==> src/rtl/core/bid_pkg.sv <==
package bid_pkg;

	localparam int Depth = 16;
	localparam int IdxW = $clog2(Depth);

	localparam logic [1:0] CMD_PUSH_TAIL = 2'd0;
	localparam logic [1:0] CMD_PUSH_HEAD = 2'd1;
	localparam logic [1:0] CMD_POP_HEAD = 2'd2;
	localparam logic [1:0] CMD_POP_TAIL = 2'd3;

	localparam logic [1:0] ST_OK = 2'd0;
	localparam logic [1:0] ST_FULL = 2'd1;
	localparam logic [1:0] ST_EMPTY = 2'd2;

	typedef struct packed {
		logic [1:0] command;
		logic [31:0] ident_in;
	} cmd_t;

	typedef struct packed {
		logic [31:0] ident_out;
		logic [7:0] slot;
		logic [1:0] status;
		logic [7:0] fill;
	} rsp_t;

endpackage

==> src/rtl/core/bounded_id_deque_core.sv <==
// channel  dir  handshake              payload
// cmd      in   cmd_valid / cmd_stall  bid_pkg::cmd_t (command, ident_in)
// rsp      out  rsp_valid / rsp_stall  bid_pkg::rsp_t (ident_out, slot, status, fill)
//
// a command is registered on transfer, executed against the entry shift register
// and its response registered; one command per cycle sustained while the response is
// not stalled, the response register following the input register.
// arst_n clears the queue, the count and both valid flags.
// rsp_stall holds the response register and, through it, the input register;
// cmd_stall rises only while a command waits behind a stalled response.
module bounded_id_deque_core (
	input  logic           clk,
	input  logic           arst_n,
	input  logic           cmd_valid,
	output logic           cmd_stall,
	input  bid_pkg::cmd_t  cmd,
	output logic           rsp_valid,
	input  logic           rsp_stall,
	output bid_pkg::rsp_t  rsp
);

	logic                      cmd_valid_s1;
	bid_pkg::cmd_t             cmd_s1;
	logic [31:0]               entries_q [bid_pkg::Depth];
	logic [bid_pkg::IdxW-1:0]  held_q;
	logic                      rsp_valid_q;
	bid_pkg::rsp_t             rsp_q;

	logic                      advance;
	logic                      exec;
	logic [31:0]               entries_d [bid_pkg::Depth];
	logic [bid_pkg::IdxW-1:0]  held_d;
	bid_pkg::rsp_t             rsp_d;

	assign advance = !rsp_valid_q || !rsp_stall;
	assign exec = cmd_valid_s1 && advance;
	assign cmd_stall = cmd_valid_s1 && !advance;
	assign rsp_valid = rsp_valid_q;
	assign rsp = rsp_q;

	always_comb begin
		logic is_full;
		logic is_empty;
		logic [bid_pkg::IdxW-1:0] last;
		is_full = (held_q == bid_pkg::IdxW'(bid_pkg::Depth - 1));
		is_empty = (held_q == '0);
		last = held_q - bid_pkg::IdxW'(1);
		for (int i = 0; i < bid_pkg::Depth; i++) begin
			entries_d[i] = entries_q[i];
		end
		held_d = held_q;
		rsp_d.ident_out = '0;
		rsp_d.slot = '0;
		rsp_d.status = bid_pkg::ST_OK;
		unique case (cmd_s1.command)
			bid_pkg::CMD_PUSH_TAIL: begin
				if (is_full) begin
					rsp_d.status = bid_pkg::ST_FULL;
				end else begin
					entries_d[held_q] = cmd_s1.ident_in;
					rsp_d.slot = 8'(held_q);
					held_d = held_q + bid_pkg::IdxW'(1);
				end
			end
			bid_pkg::CMD_PUSH_HEAD: begin
				if (is_full) begin
					rsp_d.status = bid_pkg::ST_FULL;
				end else begin
					// shift up through the current tail
					for (int i = 1; i < bid_pkg::Depth; i++) begin
						if (bid_pkg::IdxW'(i) <= held_q) begin
							entries_d[i] = entries_q[i-1];
						end
					end
					entries_d[0] = cmd_s1.ident_in;
					held_d = held_q + bid_pkg::IdxW'(1);
				end
			end
			bid_pkg::CMD_POP_HEAD: begin
				if (is_empty) begin
					rsp_d.status = bid_pkg::ST_EMPTY;
				end else begin
					rsp_d.ident_out = entries_q[0];
					for (int i = 0; i < bid_pkg::Depth - 1; i++) begin
						entries_d[i] = entries_q[i+1];
					end
					entries_d[bid_pkg::Depth-1] = '0;
					held_d = last;
				end
			end
			bid_pkg::CMD_POP_TAIL: begin
				if (is_empty) begin
					rsp_d.status = bid_pkg::ST_EMPTY;
				end else begin
					rsp_d.ident_out = entries_q[last];
					entries_d[last] = '0;
					held_d = last;
				end
			end
			default: begin
				rsp_d.status = bid_pkg::ST_OK;
			end
		endcase
		rsp_d.fill = 8'(held_d);
	end

	always_ff @(posedge clk or negedge arst_n) begin
		if (!arst_n) begin
			cmd_valid_s1 <= 1'b0;
		end else if (!cmd_stall) begin
			cmd_valid_s1 <= cmd_valid;
		end
	end

	always_ff @(posedge clk) begin
		if (!cmd_stall && cmd_valid) begin
			cmd_s1 <= cmd;
		end
	end

	always_ff @(posedge clk or negedge arst_n) begin
		if (!arst_n) begin
			held_q <= '0;
			for (int i = 0; i < bid_pkg::Depth; i++) begin
				entries_q[i] <= '0;
			end
		end else if (exec) begin
			held_q <= held_d;
			for (int i = 0; i < bid_pkg::Depth; i++) begin
				entries_q[i] <= entries_d[i];
			end
		end
	end

	always_ff @(posedge clk or negedge arst_n) begin
		if (!arst_n) begin
			rsp_valid_q <= 1'b0;
		end else if (advance) begin
			rsp_valid_q <= cmd_valid_s1;
		end
	end

	// response payload moves only with a transfer slot
	always_ff @(posedge clk) begin
		if (exec) begin
			rsp_q <= rsp_d;
		end
	end

endmodule
==> config.mk <==
export PLATFORM = sky130hd
export DESIGN_NAME = bounded_id_deque_core
export DESIGN_NICKNAME = d
export VERILOG_FILES = /design/src/rtl/core/bid_pkg.sv /design/src/rtl/core/bounded_id_deque_core.sv
export SDC_FILE = /design/constraint.sdc
export NUM_CORES = 1
export LEC_CHECK = 0
export BUFFER_PORTS_ARGS = -buffer_cell sky130_fd_sc_hd__buf_2
export CORE_ASPECT_RATIO = 1.25
export CORE_MARGIN = 2
export CORE_UTILIZATION = 55
export CTS_BUF_LIST = sky130_fd_sc_hd__clkbuf_8
export CTS_CLUSTER_SIZE = 40
export DETAILED_ROUTE_END_ITERATION = 10
export GPL_TIMING_DRIVEN = 0
export PLACE_DENSITY = 0.78
export SETUP_SLACK_MARGIN = 0.15
export SLEW_MARGIN = 20
export SYNTH_ARGS = -nofsm -noshare
export SYNTH_HDL_FRONTEND = slang
export SYNTH_SLANG_ARGS = --single-unit
==> constraint.sdc <==
create_clock -name clk -period 9.3 [get_ports clk]
set_input_delay 1.86 -clock clk [delete_from_list [all_inputs] [get_ports clk]]
set_output_delay 1.86 -clock clk [all_outputs]
set_load 0.02 [all_outputs]
* After elaboration in Yosys (flattened, before gate mapping)
Cells that the tools add are included.
** Storage, ports and cells
- Register bits :: 598
- Input port bits :: 38
** Operators by class
- Add/subtract/negate cells :: 2
- Order comparisons :: 19
- Equal/unequal tests :: 23
- Muxes and demuxes :: 37
- Bitwise logic cells :: 5
- Reductions and logical operators :: 31
** Operators with widths (number)
- 512-bit two-way mux :: 4
- 512-bit one-hot mux with 4 select lines :: 1
- 32-bit two-way mux :: 21
- 512-bit bitwise AND :: 1
- 512-bit bitwise mux :: 1
- 512-bit NOT :: 1
- 32-bit demux with 4-bit select :: 2
- 32-bit binary-select mux with 4-bit select :: 1
- 6-bit AND reduction :: 15
- 32-bit one-hot mux with 2 select lines :: 1
- 2-bit != test (second input constant) :: 19
- 4-bit less-or-equal comparator (first input constant) :: 8
- 3-bit by 4-bit less-or-equal comparator with 1-bit output (first input constant) :: 4
- 5-bit greater-or-equal comparator (second input constant) :: 2
- 5-bit by 1-bit < comparator with 1-bit output (second input constant) :: 2
- 4-bit NOT with 5-bit output :: 2
- 2-bit by 4-bit less-or-equal comparator with 1-bit output (first input constant) :: 2
- 4-bit two-way mux :: 2
- 4-bit one-hot mux with 2 select lines :: 1
- 2-bit OR reduction :: 3
- 1-bit logical AND :: 5
- 5-bit AND reduction :: 1
- 4-bit by 1-bit adder with 4-bit output (second input constant) :: 1
- 2-bit == test (second input constant) :: 2
- other kinds (12) :: 15

* Depth between registers and ports, before layout
Gate-level depths: netlist of the first run.
- Depth in word-level cells :: 10
- Depth in mapped cells :: 12
- Mapped depth without buffers :: 7

* Worst setup path before layout of the first run
OpenSTA, ideal clock, no wires.
- Path type :: input-to-output
- Start :: in rsp_stall
- End :: out cmd_stall
- Arrival :: 2.111 ns
- Required time :: 7.440 ns
- Setup slack :: 5.329 ns
- Cell stages on the path :: 2
- Cell sequence :: nand3_1 -> inv_1
** Between the ends
- Longest elaborated chain between the ends :: 4
** Ends and longest elaborated chain
- from (decl) :: RTL line bounded_id_deque_core.sv:18 : input logic rsp_stall,
- 1-bit logical NOT :: RTL line bounded_id_deque_core.sv:35 : assign advance = !rsp_valid_q || !rsp_stall;
- 1-bit logical OR :: RTL line bounded_id_deque_core.sv:35
- 1-bit logical NOT :: RTL line bounded_id_deque_core.sv:37 : assign cmd_stall = cmd_valid_s1 && !advance;
- 1-bit logical AND :: RTL line bounded_id_deque_core.sv:37
- to (decl) :: RTL line bounded_id_deque_core.sv:15 : output logic cmd_stall,
No other way between the ends.

==> results.sh, run 1 <==
export IMPL_status="complete, no violations"
export IMPL_clock_skew_ps=45.52
export IMPL_cp_cell_sequence="buf_2 -> buf_4 -> buf_2 -> inv_1 -> ha_1 -> buf_2 -> buf_2 -> clkbuf_1 -> mux4_2 -> nor2b_1 -> nor4_1 -> o21ai_1"
export IMPL_arrival_ps=6010
export IMPL_antenna_found_initial=7
export IMPL_die_area_mm2=0.06462
export IMPL_rsz0062_at_grt="false"
export IMPL_layout_nets=3664
export IMPL_grt_first_pass_wirelength_mm=205.8
export IMPL_swShare=0.4331
export IMPL_core_region_area_mm2=0.06190
export IMPL_yosysSeqAreaShare=0.4429
export IMPL_seqPwrFrac=0.366
export IMPL_htree_num_levels=3
export IMPL_vias=31690
export IMPL_final_layout_size_suffix_gt1_frac=0.1642
export IMPL_fill_cells=5416
export IMPL_critPathLaunchType="flop"
export IMPL_initial_core_util=0.5561
export IMPL_synth_cell_type_count=71
export IMPL_fin_crit_ps=5538
export IMPL_synthToLayoutAreaGrowth_pct=10.84
export IMPL_fmax_mhz=180.6
export IMPL_synth_edf_count=76
export IMPL_setup_slack_ps=3762
export IMPL_dr_first_iter_drc_count=4718
export IMPL_crit_slowest_cell="clkbuf_1"
export IMPL_num_rows=102
export IMPL_drc=0
export IMPL_holdBufCountCts=0
export IMPL_syn_instance_count=3424
export IMPL_syn_area_per_cell_um2=10.05
export IMPL_layout_common_cells="518 x dfrtp_1, 469 x nand2_1, 466 x a22o_1"
export IMPL_ys_ff_latch=594
export IMPL_p_sw_w=0.004971
export IMPL_vdd_drop_max_v=0.0002151
export IMPL_hold_viol=0
export IMPL_grt_use_total=0.4321
export IMPL_design_portCount=90
export IMPL_area_sequential_mm2=0.01524
export IMPL_worst_pin_slew_ps=1234
export IMPL_layout_commonest_cell="dfrtp_1"
export IMPL_drt_wl_total_mm=140.5
export IMPL_p_total_w=0.01148
export IMPL_yosysWarningCount=0
export IMPL_cts_tree="done"
export IMPL_cts_resized=0
export IMPL_io_buffer_count=81
export IMPL_post_cts_buffers=0
export IMPL_ys_async_sr_fraction=0.8721
export IMPL_gp_congestion=1.012
export IMPL_die_x_um=227.8
export IMPL_dp_final_hpwl_mm=110.7
export IMPL_cp_end_kind="flop"
export IMPL_timing_slew_headroom=0.1771
export IMPL_cts_buffers=98
export IMPL_critPathMaxFanout=10
export IMPL_clkPwrFrac=0.213
export IMPL_root_buffer="clkbuf_8"
export IMPL_multi_input_area_mm2=0.01731
export IMPL_grt_overflow_total=0
export IMPL_grt_pass1_vias=30810
export IMPL_crit_required_ps=9770
export IMPL_max_cap_violations=0
export IMPL_internal_power_w=0.006508
export IMPL_clk_pin_slew_worst_paths_ps=60
export IMPL_ys_flop_type="dfrtp_1"
export IMPL_pre_cts_ws_ps=4176
export IMPL_cpMostUsedCell="buf_2"
export IMPL_clock_sinks=594
export IMPL_finalCritPeriodShare=0.5955
export IMPL_combPwrFrac=0.421
export IMPL_wl_per_cell_um=30.98
export IMPL_maxSlewViolCount=0
export IMPL_hold_path_class="flop to flop"
export IMPL_first_pass_iters=8
export IMPL_slowest_delay_ps=950
export IMPL_grt_max_degree=93
export IMPL_leakage_nw=15.15
export IMPL_antenna_left=0
export IMPL_clock_latency_ps=760
export IMPL_vias_per_cell=6.986
export IMPL_cts_buffer_depth=3
export IMPL_whs_ps=474.5
export IMPL_synth_area_mm2=0.03442
export IMPL_crit_type="flop to flop"
export IMPL_die_h_um=283.7
export IMPL_p_per_area_mw_per_mm2=300.9
export IMPL_setup_viol=0
area by class of cell:
type,instances,area share
buffer,412,0.04880
timing repair buffer,90,0.01613
tap,832,0.02729
sequential,594,0.3996
antenna,2,0.0001312
clock buffer,119,0.04293
multi-input combinational,2416,0.4537
clock inverter,62,0.01049
inverter,9,0.0009510
power groups by stage:
stage / clock network, W / logic (W) / registers (W)
2_1_floorplan: 0 / 0.00309 / 0.00391
4_1_cts: 0.00245 / 0.00465 / 0.00413
3_3_place_gp: 0 / 0.00457 / 0.00413
5_1_grt: 0.00255 / 0.00502 / 0.00427
6_report: 0.00245 / 0.00483 / 0.00420
3_5_place_dp: 0 / 0.00464 / 0.00417
metal layers:
| layer | up-vias | GRT usage | routed length [µm] |
|---|---|---|---|
| li1 | 13570 | - | - |
| met1 | 15370 | 0.5559 | 51290 |
| met2 | 2241 | 0.6380 | 61480 |
| met3 | 496 | 0.1161 | 17080 |
| met4 | 8 | 0.2988 | 10610 |
| met5 | - | 0 | 58 |
cells in the mapped netlist, drive strengths merged (19+ instances only):
cell type	n	share of area
o2bb2ai	32	0.0081
edfxtp	76	0.066
nand2	470	0.051
nor3	19	0.0029
mux4	128	0.084
o21ai	495	0.073
a21oi	111	0.017
dfrtp	518	0.38
a22oi	418	0.091
a22o	466	0.12
nor2b	103	0.019
clkbuf	207	0.023
buf	205	0.031
a21boi	35	0.0076
through the flow:
| step | TNS (ps) | cells | util | area [µm²] |
|---|---|---|---|---|
| floorplan | 0 | 3431 | - | 34450 |
| CTS | 0 | 4534 | 0.6163 | 38150 |
| detailed placement | 0 | 4353 | 0.5834 | 36110 |
| finish | 0 | 4536 | 0.6164 | 38150 |
| global placement | -2354250 | 4344 | 0.5799 | 35890 |
| global route | 0 | 4535 | 0.6164 | 38150 |
worst max-delay path, delay by kind of cell, from the launching register on:
| family | cells | cell delay (ps) |
|---|---|---|
| simple gates | 2 | 780 |
| fa+ha+maj | 1 | 310 |
| mux | 1 | 410 |
| flops | 1 | 430 |
| compound gates | 1 | 160 |
| buf+inv | 7 | 3170 |
worst paths after layout:
check	from	to	slack, ps	cells past startpoint
max in group asynchronous	arst_n	async pin	6590	4
min	cmd_valid_s1$_DFFE_PN0N_	rsp_valid$_DFFE_PN0N_	470	1
max	held_q[0]$_DFFE_PN0P_	rsp[19]$_DFFE_PP_	3760	12
min in group asynchronous	arst_n	async pin	1040	1
min reg2reg	cmd_valid_s1$_DFFE_PN0N_	rsp_valid$_DFFE_PN0N_	470	1
max reg2reg	held_q[0]$_DFFE_PN0P_	rsp[19]$_DFFE_PP_	3760	12
logic make-up (layout without fill, tap and decap cells):
logic type / count (synthesis) / in the layout / share of synthesized area
DFF: 594 / 594 / 0.4429
other: 1 / 10 / 0.0001089
AOI/OAI and AO/OA: 1605 / 1605 / 0.3281
and+or+nand+nor: 665 / 665 / 0.08691
buffers and inverters: 421 / 692 / 0.05503
xor gates and xnor gates: 2 / 2 / 0.0005090
adders and majority gates: 5 / 5 / 0.001817
muxes: 131 / 131 / 0.08469
Power figures use the tool's default switching activity.
==> run 2, diff against run 1 <==
Settings changed: PLACE_DENSITY 0.78 to 0.8.
Clock period 9.3 ns to 4.8 ns, I/O delays scaled along.
==> run 2 against run 1 <==
Non-clock buffer count unchanged. Fmax grew 16%. Sequential cell count is the same. Worst hold slack worse by 400 ps. Total power is 95% higher. Clock-buffer cell count grew 6. Final cell count increased by 0.24%. Critical path type unchanged.
==> results.sh, run 2 (synthesized netlist as in run 1, its figures left out) <==
export IMPL_antenna_found_initial=5
export IMPL_grt_pass1_vias=31230
export IMPL_critPathMaxFanout=10
export IMPL_dp_final_hpwl_mm=111.8
export IMPL_cpMostUsedCell="buf_2"
export IMPL_cp_cell_sequence="buf_2 -> buf_4 -> buf_4 -> inv_1 -> ha_1 -> buf_2 -> buf_2 -> buf_2 -> mux4_2 -> a21oi_1 -> nor4_1 -> a22o_1"
export IMPL_die_x_um=227.8
export IMPL_final_layout_size_suffix_gt1_frac=0.1707
export IMPL_area_sequential_mm2=0.01524
export IMPL_top_usage_layer="met2"
export IMPL_grt_max_degree=102
export IMPL_clock_latency_ps=770
export IMPL_hold_path_class="input pin to async pin"
export IMPL_p_sw_w=0.009750
export IMPL_crit_family="buffers and inverters"
export IMPL_die_area_mm2=0.06462
export IMPL_layout_nets=3666
export IMPL_timing_slew_headroom=0.1777
export IMPL_io_buffer_count=81
export IMPL_leakage_nw=15.25
export IMPL_cp_end_kind="flop"
export IMPL_combPwrFrac=0.422
export IMPL_num_rows=102
export IMPL_slowest_delay_ps=500
export IMPL_pre_cts_ws_ps=-328.3
export IMPL_maxSlewViolCount=0
export IMPL_antenna_left=0
export IMPL_crit_buf_inv=7
export IMPL_grt_first_pass_wirelength_mm=207.9
export IMPL_fill_cells=5408
export IMPL_htree_num_levels=3
export IMPL_vias=32010
export IMPL_drc=0
export IMPL_status="complete, no violations"
export IMPL_layout_commonest_cell="dfrtp_1"
export IMPL_finalCritPeriodShare=0.9929
export IMPL_swShare=0.4354
export IMPL_p_per_area_mw_per_mm2=584.9
export IMPL_cts_buffer_depth=3
export IMPL_crit_slowest_cell="buf_2"
export IMPL_initial_core_util=0.5561
export IMPL_clk_pin_slew_worst_paths_ps=60
export IMPL_post_cts_buffers=0
export IMPL_setup_slack_ps=34.15
export IMPL_crit_required_ps=5300
export IMPL_first_pass_iters=6
export IMPL_cts_buffers=100
export IMPL_cts_tree="done"
export IMPL_synthToLayoutAreaGrowth_pct=11.21
export IMPL_met2_usage=0.6470
export IMPL_seqPwrFrac=0.364
export IMPL_setup_viol=0
export IMPL_vdd_drop_max_v=0.0003595
export IMPL_clock_sinks=594
export IMPL_crit_type="flop to flop"
export IMPL_critPathLaunchType="flop"
export IMPL_gp_congestion=1.014
export IMPL_worst_pin_slew_ps=1233
export IMPL_drt_wl_total_mm=142.5
export IMPL_wl_per_cell_um=31.34
export IMPL_dr_first_iter_drc_count=4634
export IMPL_internal_power_w=0.01264
export IMPL_layout_common_cells="518 x dfrtp_1, 469 x nand2_1, 466 x a22o_1"
export IMPL_clkPwrFrac=0.213
export IMPL_met3_usage=0.1256
export IMPL_hold_viol=0
export IMPL_core_region_area_mm2=0.06190
export IMPL_die_h_um=283.7
export IMPL_multi_input_area_mm2=0.01739
export IMPL_vias_per_cell=7.039
export IMPL_root_buffer="clkbuf_8"
export IMPL_grt_use_total=0.4363
export IMPL_design_portCount=90
export IMPL_rsz0062_at_grt="true"
export IMPL_grt_overflow_total=0
export IMPL_fmax_mhz=209.8
export IMPL_clock_skew_ps=34.30
export IMPL_whs_ps=74.80
export IMPL_fin_crit_ps=4766
export IMPL_max_cap_violations=0
export IMPL_grt_use_met1=0.5560
export IMPL_arrival_ps=5260
run 2: layer usage:
metal	part of all wire	vias up
li1	-	13570
met1	0.37	15610
met2	0.44	2288
met3	0.12	541
met4	0.076	0
met5	0	-
run 2: stage by stage:
step	utilization	TNS (ps)	instance area, µm²	total power, W	instances
6_report	0.6185	0	38280	0.02239	4547
5_1_grt	0.6183	0	38270	0.02308	4542
4_1_cts	0.6169	0	38190	0.02182	4541
3_5_place_dp	0.5834	-5588	36110	0.01709	4353
3_3_place_gp	0.5799	-4213990	35890	0.01686	4344
2_1_floorplan	-	0	34450	0.01356	3431
run 2: worst reg2reg max path, stage by stage, from the launching register on:
cell and delay, ps:
dfrtp_1 420, buf_2 390, buf_4 350, buf_4 400, inv_1 130, ha_1 300
buf_2 390, buf_2 390, buf_2 500, mux4_2 380, a21oi_1 470, nor4_1 140
a22o_1 250
run 2: worst paths after layout:
kind	cells after the start	from	end	slack, ps
worst max-delay path	12	held_q[0]$_DFFE_PN0P_	rsp[47]$_DFFE_PP_	30
worst min-delay path	1	arst_n	async pin	70
worst max register to register	12	held_q[0]$_DFFE_PN0P_	rsp[47]$_DFFE_PP_	30
worst min register to register	1	cmd_valid_s1$_DFFE_PN0N_	rsp_valid$_DFFE_PN0N_	480
max in group asynchronous	4	arst_n	async pin	3110
min in group clk	1	cmd[27]	cmd_s1[27]$_DFFE_PP_	370
run 2: repair_timing:
| action | in CTS | in global routing |
|---|---|---|
| gates resized for setup | 10 | 21 |
| hold buffers | 0 | 0 |
| setup endpoints to repair | 32 | 21 |
run 2: final cells by class:
class / count / share of cell area
multi-input cells: 2416 / 0.4542
flip-flops and latches: 594 / 0.3982
plain buffers: 412 / 0.04909
clock buffers: 125 / 0.04494
well taps: 832 / 0.02719
repair buffers: 90 / 0.01608
clock inverters: 63 / 0.008955
inverters: 9 / 0.0009478
diodes: 6 / 0.0003922
run 2: power by group through the flow:
stage               sequential (W)  clock (W)  combinational (W)
floorplan                  0.00758          0            0.00599
global placement           0.00801          0            0.00885
detailed placement         0.00809          0            0.00901
CTS                        0.00801    0.00476            0.00905
global route               0.00827    0.00499            0.00982
finish                     0.00815    0.00478            0.00946
